`src/rtl/mss_pkg.sv`:
```
// Shared types and constants for the motion segment statistics block.
// Used by mss_ctrl, mss_datapath and motion_segment_stats.
`timescale 1ns / 1ps

package mss_pkg;

   localparam int COORD_W   = 16;
   localparam int SLOW_W    = 8;
   localparam int SPEED_W   = 16;
   localparam int ACC_W     = 32;
   localparam int DT_W      = 20;
   localparam int ROOT_W    = 17;
   localparam int RAD_W     = 2 * ROOT_W;
   localparam int NUM_W     = 30;
   localparam int CNT_W     = 5;
   localparam int ONE_Q14   = 16384;

   localparam logic [1:0] MODE_IDLE    = 2'd0;
   localparam logic [1:0] MODE_MOTION  = 2'd1;
   localparam logic [1:0] MODE_STOPPED = 2'd2;

   localparam logic CSR_SPEED_THRESHOLD  = 1'b0;
   localparam logic CSR_STOP_FRAME_COUNT = 1'b1;

   typedef enum logic [3:0] {
      OP_NONE,
      OP_LOAD,
      OP_VSQ_A,
      OP_VSQ_B,
      OP_DSQ_A,
      OP_DSQ_B,
      OP_ROOT_STEP,
      OP_SPEED,
      OP_DIST,
      OP_OFF_B,
      OP_DIVX_INIT,
      OP_DIVY_INIT,
      OP_DIV_STEP,
      OP_COMMIT
   } op_type;

   typedef struct packed {
      op_type op;
   } cmd_type;

   typedef struct packed {
      logic sample_valid;
      logic path_en;
      logic launch;
      logic iter_last;
   } status_type;

   typedef struct packed {
      logic [1:0]                mode;
      logic                      segment_done;
      logic [15:0]               segment_number;
      logic [SPEED_W-1:0]        speed_now;
      logic [SPEED_W-1:0]        start_speed;
      logic [SPEED_W-1:0]        top_speed;
      logic [ACC_W-1:0]          path_length;
      logic [SPEED_W-1:0]        max_offset;
      logic [ACC_W-1:0]          motion_time_us;
      logic signed [COORD_W-1:0] end_x;
      logic signed [COORD_W-1:0] end_y;
   } stats_type;

endpackage

```
`src/rtl/mss_ctrl.sv`:
```
// Sequencer for the motion segment statistics block.
// Issues datapath commands per sample; depends on mss_pkg.
`timescale 1ns / 1ps

module mss_ctrl (
   input  logic               clock,
   input  logic               reset,
   input  logic               start,
   input  logic               out_free,
   input  mss_pkg::status_type status,
   output mss_pkg::cmd_type    cmd,
   output logic               idle,
   output logic               out_load
);

   typedef enum logic [16:0] {
      S_IDLE   = 17'b00000000000000001,
      S_VSQA   = 17'b00000000000000010,
      S_VSQB   = 17'b00000000000000100,
      S_VROOT  = 17'b00000000000001000,
      S_VSET   = 17'b00000000000010000,
      S_DSQA   = 17'b00000000000100000,
      S_DSQB   = 17'b00000000001000000,
      S_DROOT  = 17'b00000000010000000,
      S_DSET   = 17'b00000000100000000,
      S_OFF    = 17'b00000001000000000,
      S_BRANCH = 17'b00000010000000000,
      S_DIVXI  = 17'b00000100000000000,
      S_DIVX   = 17'b00001000000000000,
      S_DIVYI  = 17'b00010000000000000,
      S_DIVY   = 17'b00100000000000000,
      S_COMMIT = 17'b01000000000000000,
      S_FINISH = 17'b10000000000000000
   } state_type;

   state_type state_ff, state_in;

   always_comb begin
      state_in = state_ff;
      cmd.op   = mss_pkg::OP_NONE;
      out_load = 1'b0;
      unique case (state_ff)
         S_IDLE: begin
            if (start) begin
               cmd.op   = mss_pkg::OP_LOAD;
               state_in = S_VSQA;
            end
         end
         S_VSQA: begin
            cmd.op   = mss_pkg::OP_VSQ_A;
            state_in = status.sample_valid ? S_VSQB : S_COMMIT;
         end
         S_VSQB: begin
            cmd.op   = mss_pkg::OP_VSQ_B;
            state_in = S_VROOT;
         end
         S_VROOT: begin
            cmd.op = mss_pkg::OP_ROOT_STEP;
            if (status.iter_last) state_in = S_VSET;
         end
         S_VSET: begin
            cmd.op   = mss_pkg::OP_SPEED;
            state_in = status.path_en ? S_DSQA : S_BRANCH;
         end
         S_DSQA: begin
            cmd.op   = mss_pkg::OP_DSQ_A;
            state_in = S_DSQB;
         end
         S_DSQB: begin
            cmd.op   = mss_pkg::OP_DSQ_B;
            state_in = S_DROOT;
         end
         S_DROOT: begin
            cmd.op = mss_pkg::OP_ROOT_STEP;
            if (status.iter_last) state_in = S_DSET;
         end
         S_DSET: begin
            cmd.op   = mss_pkg::OP_DIST;
            state_in = S_OFF;
         end
         S_OFF: begin
            cmd.op   = mss_pkg::OP_OFF_B;
            state_in = S_BRANCH;
         end
         S_BRANCH: begin
            state_in = status.launch ? S_DIVXI : S_COMMIT;
         end
         S_DIVXI: begin
            cmd.op   = mss_pkg::OP_DIVX_INIT;
            state_in = S_DIVX;
         end
         S_DIVX: begin
            cmd.op = mss_pkg::OP_DIV_STEP;
            if (status.iter_last) state_in = S_DIVYI;
         end
         S_DIVYI: begin
            cmd.op   = mss_pkg::OP_DIVY_INIT;
            state_in = S_DIVY;
         end
         S_DIVY: begin
            cmd.op = mss_pkg::OP_DIV_STEP;
            if (status.iter_last) state_in = S_COMMIT;
         end
         S_COMMIT: begin
            cmd.op   = mss_pkg::OP_COMMIT;
            state_in = S_FINISH;
         end
         S_FINISH: begin
            if (out_free) begin
               out_load = 1'b1;
               state_in = S_IDLE;
            end
         end
         default: state_in = S_IDLE;
      endcase
   end

   always_ff @(posedge clock) begin
      if (reset) state_ff <= S_IDLE;
      else       state_ff <= state_in;
   end

   assign idle = (state_ff == S_IDLE);

endmodule

```
`config.mk`:
```
export PLATFORM = sky130hd
export DESIGN_NAME = mss_ctrl
export DESIGN_NICKNAME = d
export VERILOG_FILES = /design/src/rtl/mss_pkg.sv /design/src/rtl/mss_ctrl.sv
export SDC_FILE = /design/constraint.sdc
export NUM_CORES = 1
export LEC_CHECK = 0
export ABC_AREA = 1
export BUFFER_PORTS_ARGS = -buffer_cell sky130_fd_sc_hd__buf_2
export CORE_MARGIN = 2
export CORE_UTILIZATION = 52
export CTS_CLUSTER_DIAMETER = 120
export DETAILED_ROUTE_END_ITERATION = 12
export PLACE_DENSITY = 0.75
export SLEW_MARGIN = 10
export SYNTH_ARGS = -nofsm -noshare
export SYNTH_HDL_FRONTEND = slang
export SYNTH_SLANG_ARGS = --single-unit
```
`constraint.sdc`:
```
create_clock -name clock -period 1.35 [get_ports clock]
set_clock_uncertainty 0.05 [all_clocks]
set_input_delay 0.27 -clock clock [delete_from_list [all_inputs] [get_ports clock]]
set_output_delay 0.27 -clock clock [all_outputs]
set_load 0.01 [all_outputs]
```
# Word level (Yosys, flattened, before mapping)
# Cells that the tools add are included.
[totals]
output_inout_bits = 6
regBits = 17
elab_cells = 41
inputBits = 8
[op_classes]
reduce_logical = 3
eq_ne = 23
mux = 14
[ops]
columns = ["cell", "n"]
rows = [
  ["$pmux W17 S17", 1],
  ["$mux W17", 6],
  ["$pmux W4 S13", 1],
  ["$mux W16", 2],
  ["$eq A17 B1 Y1 const B", 1],
  ["$eq A17 B10 Y1 const B", 1],
  ["$eq A17 B11 Y1 const B", 1],
  ["$eq A17 B12 Y1 const B", 1],
  ["$eq A17 B13 Y1 const B", 1],
  ["$eq A17 B14 Y1 const B", 1],
  ["$eq A17 B15 Y1 const B", 1],
  ["$eq A17 B16 Y1 const B", 1],
  ["$eq A17 B17 Y1 const B", 1],
  ["$eq A17 B2 Y1 const B", 1],
  ["$eq A17 B3 Y1 const B", 1],
  ["$eq A17 B4 Y1 const B", 1],
  ["$eq A17 B5 Y1 const B", 1],
  ["$eq A17 B6 Y1 const B", 1],
  ["$eq A17 B7 Y1 const B", 1],
  ["$eq A17 B8 Y1 const B", 1],
  ["$eq A17 B9 Y1 const B", 1],
  ["$ne A2 B2 Y1 const B", 6],
  ["$mux W11", 1],
  ["$reduce_and A6 Y1", 1],
  ["other kinds (2)", 5],
]

# Logic depth before layout (Yosys ltp)
# Gate-level depths: netlist of run 1.
[depth]
depth_word = 3
mapped_depth = 12

# Worst setup path after synthesis of run 1
# No wires, ideal clock.
[synth_path]
kind = "flip-flop to output port"
start = "register state_ff[12]"
end = "output cmd[0] in the netlist's numbering"
t_arrival_ns = 1.172
path_slack_ns = -0.142
path_stages_with_launch = 8
required_time_ns = 1.030
path_cell_list = "dfxtp_1 -> nor2_2 -> nand2_4 -> nor2_8 -> nand3_2 -> inv_1 -> nand2_1 -> nand4_1"
[synth_rtl]
columns = ["element", "line_no", "rtl"]
rows = [
  ["start, declared", "mss_ctrl.sv:36", "state_type state_ff, state_in;"],
  ["start signal, assigned", "mss_ctrl.sv:120", "else state_ff <= state_in;"],
  ["end, declared", "mss_ctrl.sv:11", "output mss_pkg::cmd_type cmd,"],
]

==> metrics.md, run 1 <==
| Metric | Value |
|---|---|
| Setup WS post-layout | -0.801 ns |
| Root Driver | clkbuf_4 |
| Comb pwr share | 0.783 |
| R2R Path Start | state_ff[7]$_SDFFE_PP0P_ |
| Clk Latency, worst-skew pair | 0.30 ns |
| Cell taking the most area after synthesis | dfxtp_1 |
| Fin crit share | 1.59 |
| Starting density of the core | 0.558 |
| # IOs | 14 |
| Avg Vias per Cell | 6.23 |
| Busiest grt layer | met2 |
| Hold Crit Class | in2reg |
| Placed cell area | 1700 um2 |
| Final Cell Area | 2160 um2 |
| Number of global-route vias before repair | 1535 |
| Final antenna-violating net count | 0 |
| Async set-reset flop share out of synthesis | 0 |
| Top_reg_cell synth | dfxtp_1 |
| Starting DRC count in detailed routing | 165 |
| Multi-input logic area | 1010 um2 |
| EDFF count, synth | 0 |
| Max-Cap Viols | 0 |
| TritonRoute pass-1 iters | 9 |
| Initial antenna violation count | 0 |
| Worst r2r dst | state_ff[4]$_SDFFE_PP0P_ |
| Static Leakage | 1.11 nW |
| Switching share of power | 0.491 |
| Die extent in y | 53.2 um |
| Global-route wire length before repair | 6730 um |
| Sequential share of power | 0.151 |
| F_max | 0.465 GHz |
| Clk slew on worst S/H paths | 0.11 ns |
| Final setup violation count | 23 |
| Num CTS Buffers | 3 |
| Top flop regs | state_ff (17) |
| CP Class | reg2out |
| Final slew viol count | 0 |
| Slew @ Worst Pin | 0.395 ns |
| Crit path DAT | 1.83 ns |
| ANT cells | 0 |
| Unrepaired setup endpoints after global routing | true |
| FF-to-FF setup slack | -0.61 ns |
| Hold Path End | state_ff[11]$_SDFFE_PP0P_ |
| Final Util | 0.957 |
| Synth area leaders | dfxtp_1 (27%), nand2_1 (8.4%), nor2_1 (7.8%), inv_1 (7.2%), nand3_1 (6.4%) |
| Worst VDD drop | 0.00255 V |
| Die area | 2830 um2 |
| Outcome | finished with violations |
| Critical path fanouts, max | 4 |
| Routing usage on met2 | 0.579 |
| Register area share after synthesis | 0.271 |
| Post-DP HPWL | 2690 um |
| I/O Buffers | 13 |
| Via count | 1824 |
| Share of layout cells above drive strength 1 | 0.687 |
| Failing checks | DRC, setup timing |
| WL final | 6290 um |
| Top-count cell post-synth | nand2_1 |
| Biggest register | state_ff |
| CTS tree | yes |
| Synth Warn # | 0 |
| Power Dens Cells | 2060 nW/um2 |
| Syn avg cell area | 6.76 um2 |
| Slew HR | 0.735 |
| Nets@finish | 274 |
| Internal | 2.27 mW |
| Fin. Hold Viols | 0 |
| Critical path capture point type | primary output |
| Worst hold path startpoint | status[1] |
| CTS max path bufs | 2 |
| Worst path required time | 1.03 ns |
| Reg area | 355 um2 |
| Avg WL per Cell | 21.5 um |
| Syn Std Cell Area | 1260 um2 |
| Gr ovfl total | 0 |
| Clock power share | 0.066 |
| Remaining DRCs | 1 |
| Filler instances | 58 |
| Row cnt | 17 |
| Layout area overhead | 71.5% |
| Cells after Synth | 186 |
| Yosys cell types | 27 |
| Routability Congestion | 0.872 |
| Reg2Reg Depth | 12 |
| Tmin final | 2.15 ns |
| Synth top area share | 0.271 |
| Post-synthesis register bit count | 17 |
| Met3 usage | 0.0395 |
| Max reg flops | 17 |
| Core Region | 2250 um2 |
| Switch Pwr | 2.19 mW |
| GR Util met1 | 0.411 |
| CTS sink cnt | 17 |
| CP Launch Type | register |
| WHS Path Cells | 2 |
| Largest net degree at the start of global routing | 12 |
| GRT Resource Usage Total | 0.333 |
| Post-synth top cells | nand2_1 (28), nor2_1 (26), inv_1 (24) |
| Syn Nets | 194 |
| H-tree Lvls | 1 |
| Die width | 53.2 um |
[worst max-delay path by stage]
stage,startpoint,to,slack [ns]
2_1_floorplan,state_ff[8]$_SDFFE_PP0P_,state_ff[4]$_SDFFE_PP0P_,-0.08
3_3_place_gp,state_ff[10]$_SDFFE_PP0P_,state_ff[8]$_SDFFE_PP0P_,-0.26
3_5_place_dp,state_ff[10]$_SDFFE_PP0P_,cmd[2],-0.29
4_1_cts,state_ff[11]$_SDFFE_PP0P_,cmd[1],-0.57
5_1_grt,state_ff[6]$_SDFFE_PP0P_,cmd[1],-0.94
6_report,state_ff[7]$_SDFFE_PP0P_,cmd[1],-0.80
[metrics by stage]
step	TNS, ns	setup slack (ns)	hold slack, ns	power [mW]	cells
after CTS	-7.30	-0.569	0.162	3.54	285
after global routing	-14.73	-0.941	0.190	4.59	293
final	-11.91	-0.801	0.191	4.45	293
after floorplan	-0.976	-0.0802	0.289	2.03	186
after global placement	-4.22	-0.262	0.474	2.71	268
after detailed placement	-4.70	-0.291	0.477	2.77	268
[power groups by stage]
stage / combinational (mW) / sequential [mW] / clock [mW]
3_3_place_gp: 2.06 / 0.645 / 0
5_1_grt: 3.61 / 0.673 / 0.308
3_5_place_dp: 2.12 / 0.650 / 0
6_report: 3.49 / 0.673 / 0.294
2_1_floorplan: 1.36 / 0.661 / 0
4_1_cts: 2.62 / 0.640 / 0.279
[layout by cell type (no fill, tap or decap), types with 5 or more instances in the layout]
cell      count
inv_2        13
inv_1        21
dfxtp_2      12
buf_4        52
nand3b_1      6
nand2_4       6
nor2_1       16
nor2_2       10
nand2_1      17
nand4_1       6
buf_2        12
nand2_2      12
nand3_1       5
buf_6        12
dfxtp_1       5
nor2_4       13
nand3_2      17
[what timing repair did]
| item | CTS | global route |
|---|---|---|
| endpoints found under the setup margin | 22 | 23 |
| setup buffers | 13 | 11 |
| pin swaps | 18 | 27 |
| gates resized for setup | 31 | 45 |
| cloned | 0 | 0 |
| hold buffers | 0 | 0 |
[area by class of cell]
cell class | instances | share of cell area
Multi-Input combinational cell | 132 | 0.468
Timing Repair Buffer | 76 | 0.271
Sequential cell | 17 | 0.165
Inverter | 36 | 0.0673
Tap cell | 28 | 0.0162
Clock buffer | 4 | 0.0122
[worst max-delay path: stages, from the launching register on]
cell and delay, ns:
dfxtp_1 0.41, buf_4 0.16, nand3_1 0.11, nor2_1 0.21
nand3_2 0.16, nand2_1 0.12, inv_2 0.07, nand4_1 0.14
buf_2 0.16
[cell families (layout without fill, tap and decap cells)]
group	count (synthesis)	count (layout)	synth area share
compound gates	8	8	0.0368
flops	17	17	0.271
buf+inv	37	116	0.117
simple gates	124	124	0.575
[metal layers]
layer | wire length (um) | vias up
met5 | 0 | -
met4 | 493 | 0
met3 | 762 | 71
met2 | 2830 | 194
met1 | 2210 | 811
li1 | - | 748
Note: power is estimated with default switching activity, not from simulation.
==> run 2: changes to the inputs <==
Settings changed: CORE_UTILIZATION 52 to 62, PLACE_DENSITY 0.75 to 0.84.
Clock period 1.35 ns to 2.6 ns, I/O delays scaled along.
==> metrics.md, run 2 (synthesized netlist as in run 1, its figures left out) <==
| Metric | Value |
|---|---|
| Postcts setup bufs | 0 (-13) |
| Critical path capture point type | primary output |
| Die area | 2400 um2 (-15%) |
| Final antenna-violating net count | 0 (unchanged) |
| Die extent in y | 49.0 um (-7.8%) |
| GRT Resource Usage Total | 0.272 (-0.0610) |
| Tmin final | 2.37 ns |
| # IOs | 14 (unchanged) |
| Routability Congestion | 0.972 (+12%) |
| Clk Latency, worst-skew pair | 0.31 ns (about the same) |
| Die width | 49.0 um (-7.8%) |
| Routing usage on met2 | 0.441 (-0.139) |
| ANT cells | 0 (unchanged) |
| Top flop regs | state_ff (17) |
| CTS max path bufs | 2 (unchanged) |
| Biggest register | state_ff |
| Layout area overhead | 9.45% |
| CP Class | reg2out |
| WL final | 2930 um (-53%) |
| Cts hold-fix bufs | 0 (unchanged) |
| Fin crit share | 0.913 |
| Critical path's top delay family | simple AND/OR/NAND/NOR gates |
| Crit path DAT | 1.80 ns (-0.03 ns) |
| Row cnt | 16 (-1) |
| Critical path fanouts, max | 3 (-1) |
| Final TNS setup | 0 ns (+11.91 ns) |
| Reg2Reg Depth | 10 (-2) |
| Worst path max stage delay | 0.36 ns (-0.05 ns) |
| GR Util met1 | 0.322 (-0.0892) |
| Outcome | complete, no violations |
| Root Driver | clkbuf_4 |
| PostCTS Resize Cnt | 0 (-100%) |
| Most common cell after layout, fill and taps aside | nand2_1 |
| Global-route wire length before repair | 4880 um (-27%) |
| Unrepaired setup endpoints after global routing | false |
| CP dominant cell by count | nand3_1 |
| Crit path buf inv count | 2 (-1) |
| I/O Buffers | 13 (unchanged) |
| Power Dens Cells | 960 nW/um2 (-53%) |
| Num CTS Buffers | 3 (unchanged) |
| Slew @ Worst Pin | 0.541 ns (+0.146 ns) |
| TritonRoute pass-1 iters | 5 (-4) |
| Via count | 1249 (-32%) |
| CP Launch Type | register |
| Most frequent cells in the layout | nand2_1 (28), nor2_1 (26), inv_1 (24) |
| Placed cell area | 1350 um2 (-21%) |
| Slew HR | 0.639 (-0.0959) |
| Critical-path top delay cell | dfxtp_1 |
| Remaining DRCs | 0 (-1) |
| Filler instances | 173 (+200%) |
| Worst r2r dst | state_ff[4]$_SDFFE_PP0P_ |
| Worst VDD drop | 0.000814 V (-68%) |
| Initial antenna violation count | 0 (unchanged) |
| F_max | 0.421 GHz |
| Largest net degree at the start of global routing | 13 (+1) |
| H-tree Lvls | 1 (unchanged) |
| Hold Worst Slack | 0.426 ns (+0.235 ns) |
| Worst path required time | 2.03 ns (+1.00 ns) |
| Starting density of the core | 0.648 (+0.0898) |
| Fin. Hold Viols | 0 (unchanged) |
| Gr ovfl total | 0 (unchanged) |
| Worst setup path start | state_ff[14]$_SDFFE_PP0P_ |
| Final Cell Area | 1380 um2 (-36%) |
| Max reg flops | 17 (unchanged) |
| Avg WL per Cell | 12.8 um (-40%) |
| Post-DP HPWL | 2320 um (-14%) |
| Final setup violation count | 0 (-100%) |
| Nets@finish | 211 (-23%) |
| FF-to-FF setup slack | 0.92 ns (+1.53 ns) |
| Clk slew on worst S/H paths | 0.11 ns (about the same) |
| R2R Path Start | state_ff[14]$_SDFFE_PP0P_ |
| Placed Instances | 225 (-16%) |
| Met3 usage | 0.0521 (+0.0126) |
| CTS sink cnt | 17 (unchanged) |
| Number of global-route vias before repair | 1158 (-25%) |
| Starting DRC count in detailed routing | 61 (-63%) |
| CP Capture Point | cmd[3] |
| Busiest grt layer | met2 |
| Crit-path cells | nor2_4, inv_1, nor3_1, nand3_1, nand3_1, nor2_1, nand3_1, buf_2 |
| Static Leakage | 0.731 nW (-34%) |
| Share of layout cells above drive strength 1 | 0.312 (-0.375) |
| CTS tree | yes |
| CP Depth | 8 (unchanged) |
| Final slew viol count | 0 (unchanged) |
| Post-route insts no fill | 229 (-22%) |
| Design Power | 1.32 mW (-70%) |
| Avg Vias per Cell | 5.45 (-12%) |
| Hold Crit Class | in2reg |
| Max-Cap Viols | 0 (unchanged) |
| Core Region | 1940 um2 (-14%) |
[run 2: final cells by class]
cell class                      count  area [um2]  share of cell area
Inverter                           36         140               0.102
Clock inverter                      1        5.00             0.00364
Sequential cell                    17         340               0.247
Multi-Input combinational cell    132         769               0.559
Tap cell                           27        33.8              0.0245
Clock buffer                        3        22.5              0.0164
Timing Repair Buffer               13        65.1              0.0473
[run 2: layer usage]
layer,part of all wire,vias to the layer above,wire length (um)
met2,0.45,68,1310
met5,0,-,0
li1,-,623,-
met4,0.049,0,142
met3,0.086,15,253
met1,0.42,543,1220
[run 2: stage by stage]
step,utilization,setup slack [ns]
after floorplan,-,0.858
after global placement,0.695,0.639
after detailed placement,0.695,0.659
after CTS,0.709,0.294
after global routing,0.709,0.140
final,0.709,0.226
[run 2: worst register-to-register path, cell delays in order (launching register included)]
cell and delay, ns:
dfxtp_1 0.36, nor2_4 0.14, inv_1 0.07, nor3_1 0.35
o21ai_2 0.14, nand2_2 0.10, nand2_4 0.10, nand2_8 0.09
inv_6 0.06, nand3b_1 0.08, inv_1 0.04
[run 2: where the power goes]
group          total, mW  leakage, nW  internal [mW]  switching [mW]
clock              0.147       0.0177         0.0575          0.0896
sequential         0.344        0.138          0.301          0.0437
combinational      0.830        0.575          0.280           0.551
[run 2: worst min-delay path by stage]
stage	startpoint	to	slack (ns)	cells past startpoint
after global routing	reset	state_ff[14]$_SDFFE_PP0P_	0.41	2
after floorplan	state_ff[7]$_SDFFE_PP0P_	state_ff[7]$_SDFFE_PP0P_	0.46	2
after CTS	reset	state_ff[14]$_SDFFE_PP0P_	0.41	2
after detailed placement	state_ff[7]$_SDFFE_PP0P_	state_ff[7]$_SDFFE_PP0P_	0.50	2
after global placement	state_ff[7]$_SDFFE_PP0P_	state_ff[7]$_SDFFE_PP0P_	0.48	2
final	reset	state_ff[14]$_SDFFE_PP0P_	0.43	2
